### config.mk
export PLATFORM = sky130hd
export DESIGN_NAME = mmb_ctrl
export DESIGN_NICKNAME = d
export VERILOG_FILES = /design/src/sv/mmb_pkg.sv /design/src/sv/mmb_ctrl.sv
export SDC_FILE = /design/constraint.sdc
export NUM_CORES = 1
export LEC_CHECK = 0
export ABC_AREA = 1
export BUFFER_PORTS_ARGS = -buffer_cell sky130_fd_sc_hd__buf_2
export CORE_MARGIN = 2
export CORE_UTILIZATION = 42
export CTS_CLUSTER_SIZE = 8
export DETAILED_ROUTE_END_ITERATION = 12
export GPL_ROUTABILITY_DRIVEN = 0
export PLACE_DENSITY = 0.67
export SYNTH_ARGS = -nofsm -noshare
export SYNTH_HDL_FRONTEND = slang
export SYNTH_SLANG_ARGS = --single-unit
### constraint.sdc
create_clock -name clk -period 14.3 [get_ports clk]
set_clock_uncertainty 0.1 [all_clocks]
set_input_delay 2.86 -clock clk [delete_from_list [all_inputs] [get_ports clk]]
set_output_delay 2.86 -clock clk [all_outputs]
set_load 0.01 [all_outputs]
### src/sv/mmb_pkg.sv
// Package for the matrix multiply with bias block: field widths, item kinds,
// register indexes and the command and status structs between controller
// and datapath. No dependencies.
`timescale 1ns / 1ps

package mmb_pkg;

  localparam int KIND_W    = 2;
  localparam int INDEX_W   = 10;
  localparam int VALUE_W   = 16;
  localparam int COL_W     = 4;
  localparam int ACC_W     = 48;
  localparam int PROD_W    = 32;
  localparam int ROWS_W    = 5;
  localparam int INNER_W   = 7;
  localparam int COLS_W    = 5;
  localparam int CFG_W     = 7;
  localparam int CFG_IDX_W = 2;

  // Item kinds on the input channel.
  localparam logic [KIND_W-1:0] KIND_LEFT  = 2'd0;
  localparam logic [KIND_W-1:0] KIND_RIGHT = 2'd1;
  localparam logic [KIND_W-1:0] KIND_BIAS  = 2'd2;
  localparam logic [KIND_W-1:0] KIND_ROW   = 2'd3;

  // Configuration register indexes.
  localparam logic [CFG_IDX_W-1:0] REG_ROWS     = 2'd0;
  localparam logic [CFG_IDX_W-1:0] REG_INNER    = 2'd1;
  localparam logic [CFG_IDX_W-1:0] REG_COLS     = 2'd2;
  localparam logic [CFG_IDX_W-1:0] REG_BIAS_EN  = 2'd3;

  localparam logic [ROWS_W-1:0]  ROWS_RESET  = 5'd16;
  localparam logic [INNER_W-1:0] INNER_RESET = 7'd64;
  localparam logic [COLS_W-1:0]  COLS_RESET  = 5'd16;

  typedef struct packed {
    logic             rd;        // read one left and one right element
    logic             first;     // first product of a column: load accumulator
    logic             last;      // last product of a column
    logic             wr_left;
    logic             wr_right;
    logic             wr_bias;
    logic             finish;    // round the accumulator into the output register
    logic             bias_en;
    logic [COL_W-1:0] col;
    logic             col_last;
  } mmb_cmd_t;

  typedef struct packed {
    logic acc_done;  // accumulator holds a complete column sum
    logic out_free;  // output register can take a new result this cycle
  } mmb_status_t;

endpackage

### src/sv/mmb_ctrl.sv
// Controller of the matrix multiply with bias block: configuration registers,
// load decoding, the column and inner-loop sequencer and store addresses.
// Uses mmb_pkg; drives mmb_dpath through mmb_cmd_t.
`timescale 1ns / 1ps

module mmb_ctrl
  import mmb_pkg::*;
#(
  parameter int MAX_ROWS  = 16,
  parameter int MAX_INNER = 64,
  parameter int MAX_COLS  = 16,
  localparam int LEFT_DEPTH  = MAX_ROWS * MAX_INNER,
  localparam int RIGHT_DEPTH = MAX_INNER * MAX_COLS,
  localparam int LAW = (LEFT_DEPTH > 1) ? $clog2(LEFT_DEPTH) : 1,
  localparam int RAW = (RIGHT_DEPTH > 1) ? $clog2(RIGHT_DEPTH) : 1,
  localparam int BAW = (MAX_COLS > 1) ? $clog2(MAX_COLS) : 1
) (
  input  logic                  clk,
  input  logic                  rst_n,
  input  logic                  cfg_we,
  input  logic [CFG_IDX_W-1:0]  cfg_idx,
  input  logic [CFG_W-1:0]      cfg_wdata,
  input  logic                  in_valid,
  output logic                  in_ready,
  input  logic [KIND_W-1:0]     in_kind,
  input  logic [INDEX_W-1:0]    in_index,
  output mmb_cmd_t              cmd,
  input  mmb_status_t           st,
  output logic [LAW-1:0]        left_addr,
  output logic [RAW-1:0]        right_addr,
  output logic [BAW-1:0]        bias_addr
);

  localparam int MW = $clog2(MAX_ROWS + 1);
  localparam int KW = $clog2(MAX_INNER + 1);
  localparam int NW = $clog2(MAX_COLS + 1);
  localparam int TW = (MAX_INNER > 1) ? $clog2(MAX_INNER) : 1;
  localparam int JW = (MAX_COLS > 1) ? $clog2(MAX_COLS) : 1;

  typedef enum logic [3:0] {
    S_IDLE  = 4'b0001,
    S_MAC   = 4'b0010,
    S_DRAIN = 4'b0100,
    S_FIN   = 4'b1000
  } state_t;

  state_t             state_r, state_nxt;
  logic [ROWS_W-1:0]  rows_r;
  logic [INNER_W-1:0] inner_r;
  logic [COLS_W-1:0]  cols_r;
  logic               bias_en_r;
  logic [TW-1:0]      t_r, t_nxt;
  logic [JW-1:0]      j_r, j_nxt;
  logic [LAW-1:0]     lptr_r, lptr_nxt;
  logic [RAW-1:0]     rptr_r, rptr_nxt;
  logic [LAW-1:0]     row_base_r, row_base_nxt;

  logic [MW-1:0]      m_w;
  logic [KW-1:0]      k_w;
  logic [NW-1:0]      n_w;
  logic [MW+KW-1:0]   mk_w;
  logic [KW+NW-1:0]   kn_w;
  logic               accept;
  logic               t_last, j_last;

  // A dimension of zero acts as one; above the build maximum it acts as the maximum.
  always_comb begin
    if (rows_r == '0) begin
      m_w = MW'(1);
    end else if (32'(rows_r) > MAX_ROWS) begin
      m_w = MW'(MAX_ROWS);
    end else begin
      m_w = MW'(rows_r);
    end
    if (inner_r == '0) begin
      k_w = KW'(1);
    end else if (32'(inner_r) > MAX_INNER) begin
      k_w = KW'(MAX_INNER);
    end else begin
      k_w = KW'(inner_r);
    end
    if (cols_r == '0) begin
      n_w = NW'(1);
    end else if (32'(cols_r) > MAX_COLS) begin
      n_w = NW'(MAX_COLS);
    end else begin
      n_w = NW'(cols_r);
    end
    mk_w = (MW+KW)'(m_w) * (MW+KW)'(k_w);
    kn_w = (KW+NW)'(k_w) * (KW+NW)'(n_w);
  end

  assign in_ready = (state_r == S_IDLE);
  assign accept   = in_valid && in_ready;
  assign t_last   = (32'(t_r) + 32'd1 == 32'(k_w));
  assign j_last   = (32'(j_r) + 32'd1 == 32'(n_w));

  always_comb begin
    state_nxt    = state_r;
    t_nxt        = t_r;
    j_nxt        = j_r;
    lptr_nxt     = lptr_r;
    rptr_nxt     = rptr_r;
    row_base_nxt = row_base_r;
    cmd          = '0;
    cmd.bias_en  = bias_en_r;
    cmd.col      = COL_W'(j_r);
    cmd.col_last = j_last;
    left_addr    = lptr_r;
    right_addr   = rptr_r;
    bias_addr    = BAW'(j_r);
    case (state_r)
      S_IDLE: begin
        left_addr  = LAW'(in_index);
        right_addr = RAW'(in_index);
        bias_addr  = BAW'(in_index);
        if (accept) begin
          case (in_kind)
            KIND_LEFT:  cmd.wr_left  = (32'(in_index) < 32'(mk_w));
            KIND_RIGHT: cmd.wr_right = (32'(in_index) < 32'(kn_w));
            KIND_BIAS:  cmd.wr_bias  = (32'(in_index) < 32'(n_w));
            KIND_ROW: begin
              if (32'(in_index) < 32'(m_w)) begin
                row_base_nxt = LAW'(32'(in_index) * 32'(k_w));
                lptr_nxt     = LAW'(32'(in_index) * 32'(k_w));
                rptr_nxt     = '0;
                t_nxt        = '0;
                j_nxt        = '0;
                state_nxt    = S_MAC;
              end
            end
            default: ;
          endcase
        end
      end
      S_MAC: begin
        cmd.rd    = 1'b1;
        cmd.first = (t_r == '0);
        cmd.last  = t_last;
        lptr_nxt  = lptr_r + 1'b1;
        rptr_nxt  = RAW'(32'(rptr_r) + 32'(n_w));
        t_nxt     = t_r + 1'b1;
        if (t_last) begin
          state_nxt = S_DRAIN;
        end
      end
      S_DRAIN: begin
        if (st.acc_done) begin
          state_nxt = S_FIN;
        end
      end
      S_FIN: begin
        // Waits here while the previous result still waits in the output register.
        if (st.out_free) begin
          cmd.finish = 1'b1;
          if (j_last) begin
            state_nxt = S_IDLE;
          end else begin
            j_nxt     = j_r + 1'b1;
            t_nxt     = '0;
            lptr_nxt  = row_base_r;
            rptr_nxt  = RAW'(32'(j_r) + 32'd1);
            state_nxt = S_MAC;
          end
        end
      end
      default: state_nxt = S_IDLE;
    endcase
  end

  always_ff @(posedge clk) begin
    if (!rst_n) begin
      state_r   <= S_IDLE;
      rows_r    <= ROWS_RESET;
      inner_r   <= INNER_RESET;
      cols_r    <= COLS_RESET;
      bias_en_r <= 1'b0;
    end else begin
      state_r <= state_nxt;
      if (cfg_we) begin
        case (cfg_idx)
          REG_ROWS:    rows_r    <= cfg_wdata[ROWS_W-1:0];
          REG_INNER:   inner_r   <= cfg_wdata[INNER_W-1:0];
          REG_COLS:    cols_r    <= cfg_wdata[COLS_W-1:0];
          REG_BIAS_EN: bias_en_r <= cfg_wdata[0];
          default: ;
        endcase
      end
    end
  end

  always_ff @(posedge clk) begin
    t_r        <= t_nxt;
    j_r        <= j_nxt;
    lptr_r     <= lptr_nxt;
    rptr_r     <= rptr_nxt;
    row_base_r <= row_base_nxt;
  end

  // A column sum completes only after its last read, while waiting for it.
  a_done_in_drain: assert property (@(posedge clk) disable iff (!rst_n)
    st.acc_done |-> (state_r == S_DRAIN))
    else $error("accumulator finished outside the drain state");

  // A result is only rounded into the output register when it can be taken.
  a_finish_free: assert property (@(posedge clk) disable iff (!rst_n)
    cmd.finish |-> st.out_free)
    else $error("result written over a held output item");

  // The inner counter never runs past the inner length.
  a_inner_bound: assert property (@(posedge clk) disable iff (!rst_n)
    (state_r == S_MAC) |-> (32'(t_r) < 32'(k_w)))
    else $error("inner counter out of range");

  // After the last column of a row the controller is back to taking items.
  a_row_end: assert property (@(posedge clk) disable iff (!rst_n)
    (cmd.finish && cmd.col_last) |=> (state_r == S_IDLE))
    else $error("row did not end after its last column");

endmodule

==> flow_summary.ini <==
[synthesis]
yosys.area_share.simple_pct = 27.00
synthXorXnorAreaFrac_pct = 3.053
syn_area_per_cell_um2 = 7.265
ys_types = 45
synth-edff-count = 40
ys_ff_latch = 62
yosys.area_share.adder_pct = 28.40
synthMuxAreaShare_pct = 0
synthCells = 1066
ys_seq_area_share_pct = 21.20
synth_compound_area_share_pct = 9.111
syn_area_mm2 = 0.007745
yosys_most_used_dff = edfxtp_1
yosys_warnings = 0
ys_async_sr_fraction_pct = 0
synth_top_family_by_area = adder cells
syn_nets = 1237

[route]
num_vias = 6873
firstDrtPassIters = 7
drt_iter0_markers = 423
drc = 0
postRouteAntennaNets = 0
vias_per_cell = 5.087
wl_um = 19700
wl_per_cell_um = 14.58

[die]
ios = 65
die-area_mm2 = 0.01954
chipWidth_um = 139.8
floorplan.initialDensity_pct = 42.97
core_mm2 = 0.01802
rows = 49
chipHeight_um = 139.8

[timing]
relSlewSlack_pct = 21.84
rsz0062_at_grt = no
period_minus_slack_ps = 9156
worst_slew_pin_slew_ps = 1171
tns_ps = 0
fin_hold_ws_ps = 344.5
setup-violations-final = 0
finalCritPeriodShare_pct = 64.03
hold_viol = 0
final-max-slew-violation-count = 0
fmax_ghz = 0.1092
fin_ws_ps = 5144

[global_route]
grt_max_degree = 27
grt_pass1_wl_um = 32780
antenna_found_initial = 0
grt-ovfl-total = 0
grt_pass1_vias = 6557
grtUsageTotal_pct = 20.78

[power]
powerDensity_mw_per_mm2 = 58.81
ir_worst_vdd_mv = 0.06476
p_leak_uw = 0.004399

[clock_tree]
numCtsBuffers = 9
clk_pin_slew_worst_paths_ps = 50
cts_resized = 0
hold_buffers = 0
clock_latency_ps = 340
clock_path_buffers = 2
cts.sinks = 62
htree_levels = 3
post_cts_buffers = 0
cts_tree = done
cts_root_buf = clkbuf_16

[placement]
numPortBuffers = 64
place_inst = 1335
dp_hpwl_um = 15810
dpl_worst_slack_ps = 5580

[finish]
drive_gt1_share_pct = 9.180
area_growth_pct = 10.08
fin_util_pct = 47.30
final_cells = 1351
antenna_cells = 0
layout.nets = 1288

[setup_path]
arrival_ps = 6200
path_max_fanout = 16
cp-end-kind = primary output
cp-start-kind = flop
crit_path_start = inner_r[6]
cpPeakStageDelay_ps = 1100
cpMaxStageDelayCell = dfxtp_1
worst-path-buf-inv = 4
path_common_cell = nand2_1
r2r_slack_ps = 8560
crit_type = flop to primary output
required_ps = 11340
critPathTopFamily = adder cells
r2r-start = inner_r[6]
crit_chain = inv_6, nand2_1, inv_1, nand2_1, fa_1, fa_1, fa_1, inv_1, ha_1, nand2_1, nor2_1, nand2_1, nand3_1, a21oi_1, o21ai_0, xor2_1, ha_1, a21oi_1, nand3b_1, o21ai_0, nor3b_1, buf_2

[hold_path]
hp-class = flop to flop
hp-start = bias_en_r

[run_status]
status = finished clean

[flow_run]
cap_violations = 0
-- layer usage --
| layer | up-vias | global-route usage [%] | part of all wire, % |
|---|---|---|---|
| met4 | 0 | 5.579 | 1.7 |
| met5 | - | 0 | 0 |
| met2 | 192 | 34.12 | 46 |
| met3 | 27 | 3.510 | 5.3 |
| met1 | 3159 | 28.47 | 47 |
| li1 | 3495 | - | - |
-- registers in the layout, summed over array words and instances, names as in the netlist --
signal      cells
t_r             6
row_base_r     10
bias_en_r       1
j_r             4
state_r         4
cols_r          5
rptr_r         10
inner_r         7
rows_r          5
lptr_r         10
-- report_power, final --
| group | internal, uW | switching (uW) |
|---|---|---|
| combinational | 30.5 | 57.6 |
| clock | 134 | 81.6 |
| sequential | 194 | 3.67 |
| total | 359 | 143 |
-- per-stage QoR --
step | total power [uW] | instance area, um2
global placement | 287.4 | 8235
CTS | 504.8 | 8526
detailed placement | 288.6 | 8235
global route | 525.6 | 8526
floorplan | 259.9 | 7745
finish | 501.4 | 8526
-- area by class of cell --
class	count	area, um2
clock buffers	10	229.0
clock inverters	6	61.31
fillers	1847	9499
inverters	193	729.5
multi-input cells	785	5243
flip-flops and latches	62	1642
well taps	229	286.5
repair buffers	66	335.3
-- cell usage after synthesis, types with 11 or more instances --
library cell | instances | area share [%]
nand2_1 | 249 | 12
inv_1 | 189 | 9.2
nor2_1 | 127 | 6.2
ha_1 | 91 | 15
nand3_1 | 55 | 3.6
fa_1 | 53 | 14
o21ai_0 | 53 | 3.4
a21oi_1 | 49 | 3.2
edfxtp_1 | 40 | 16
dfxtp_1 | 22 | 5.7
xor2_1 | 21 | 2.4
nor3_1 | 15 | 0.97
clkbuf_1 | 13 | 0.63
nand4_1 | 11 | 0.89
-- final timing paths --
path,to,cells after the start
setup / recovery,cmd[8],22
hold / removal,bias_en_r,2
setup reg to reg,lptr_r[9],19
hold reg to reg,bias_en_r,2
-- cell families after synthesis --
group                    after synthesis
AND/OR/NAND/NOR                      485
buffers and inverters                219
adder cells (fa/ha/maj)              144
AO/OA/AOI/OAI                        129
flip-flops                            62
XOR/XNOR                              27
-- cells in the final DEF, fill, tap and decap left out, types with 3 or more instances in the layout --
cell type	instances
clkbuf_16	9
buf_2	64
a211oi_1	3
or2_2	3
ha_1	91
nor3_1	15
nor2_1	127
nand3_1	55
dfxtp_1	22
inv_1	189
nand4_1	11
o211ai_1	4
o21bai_1	4
xnor2_1	6
nand2_1	249
a21oi_1	48
nand2_2	3
a21o_1	3
fa_1	53
o21ai_0	53
edfxtp_1	40
nand3b_1	6
a31oi_1	7
xor2_1	21
nor2_8	3
-- tightest hold or removal path: stages (launching register included) --
cell and delay [ps]:
dfxtp_1 300, inv_1 50, a21oi_1 50
Power figures use the tool's default switching activity.
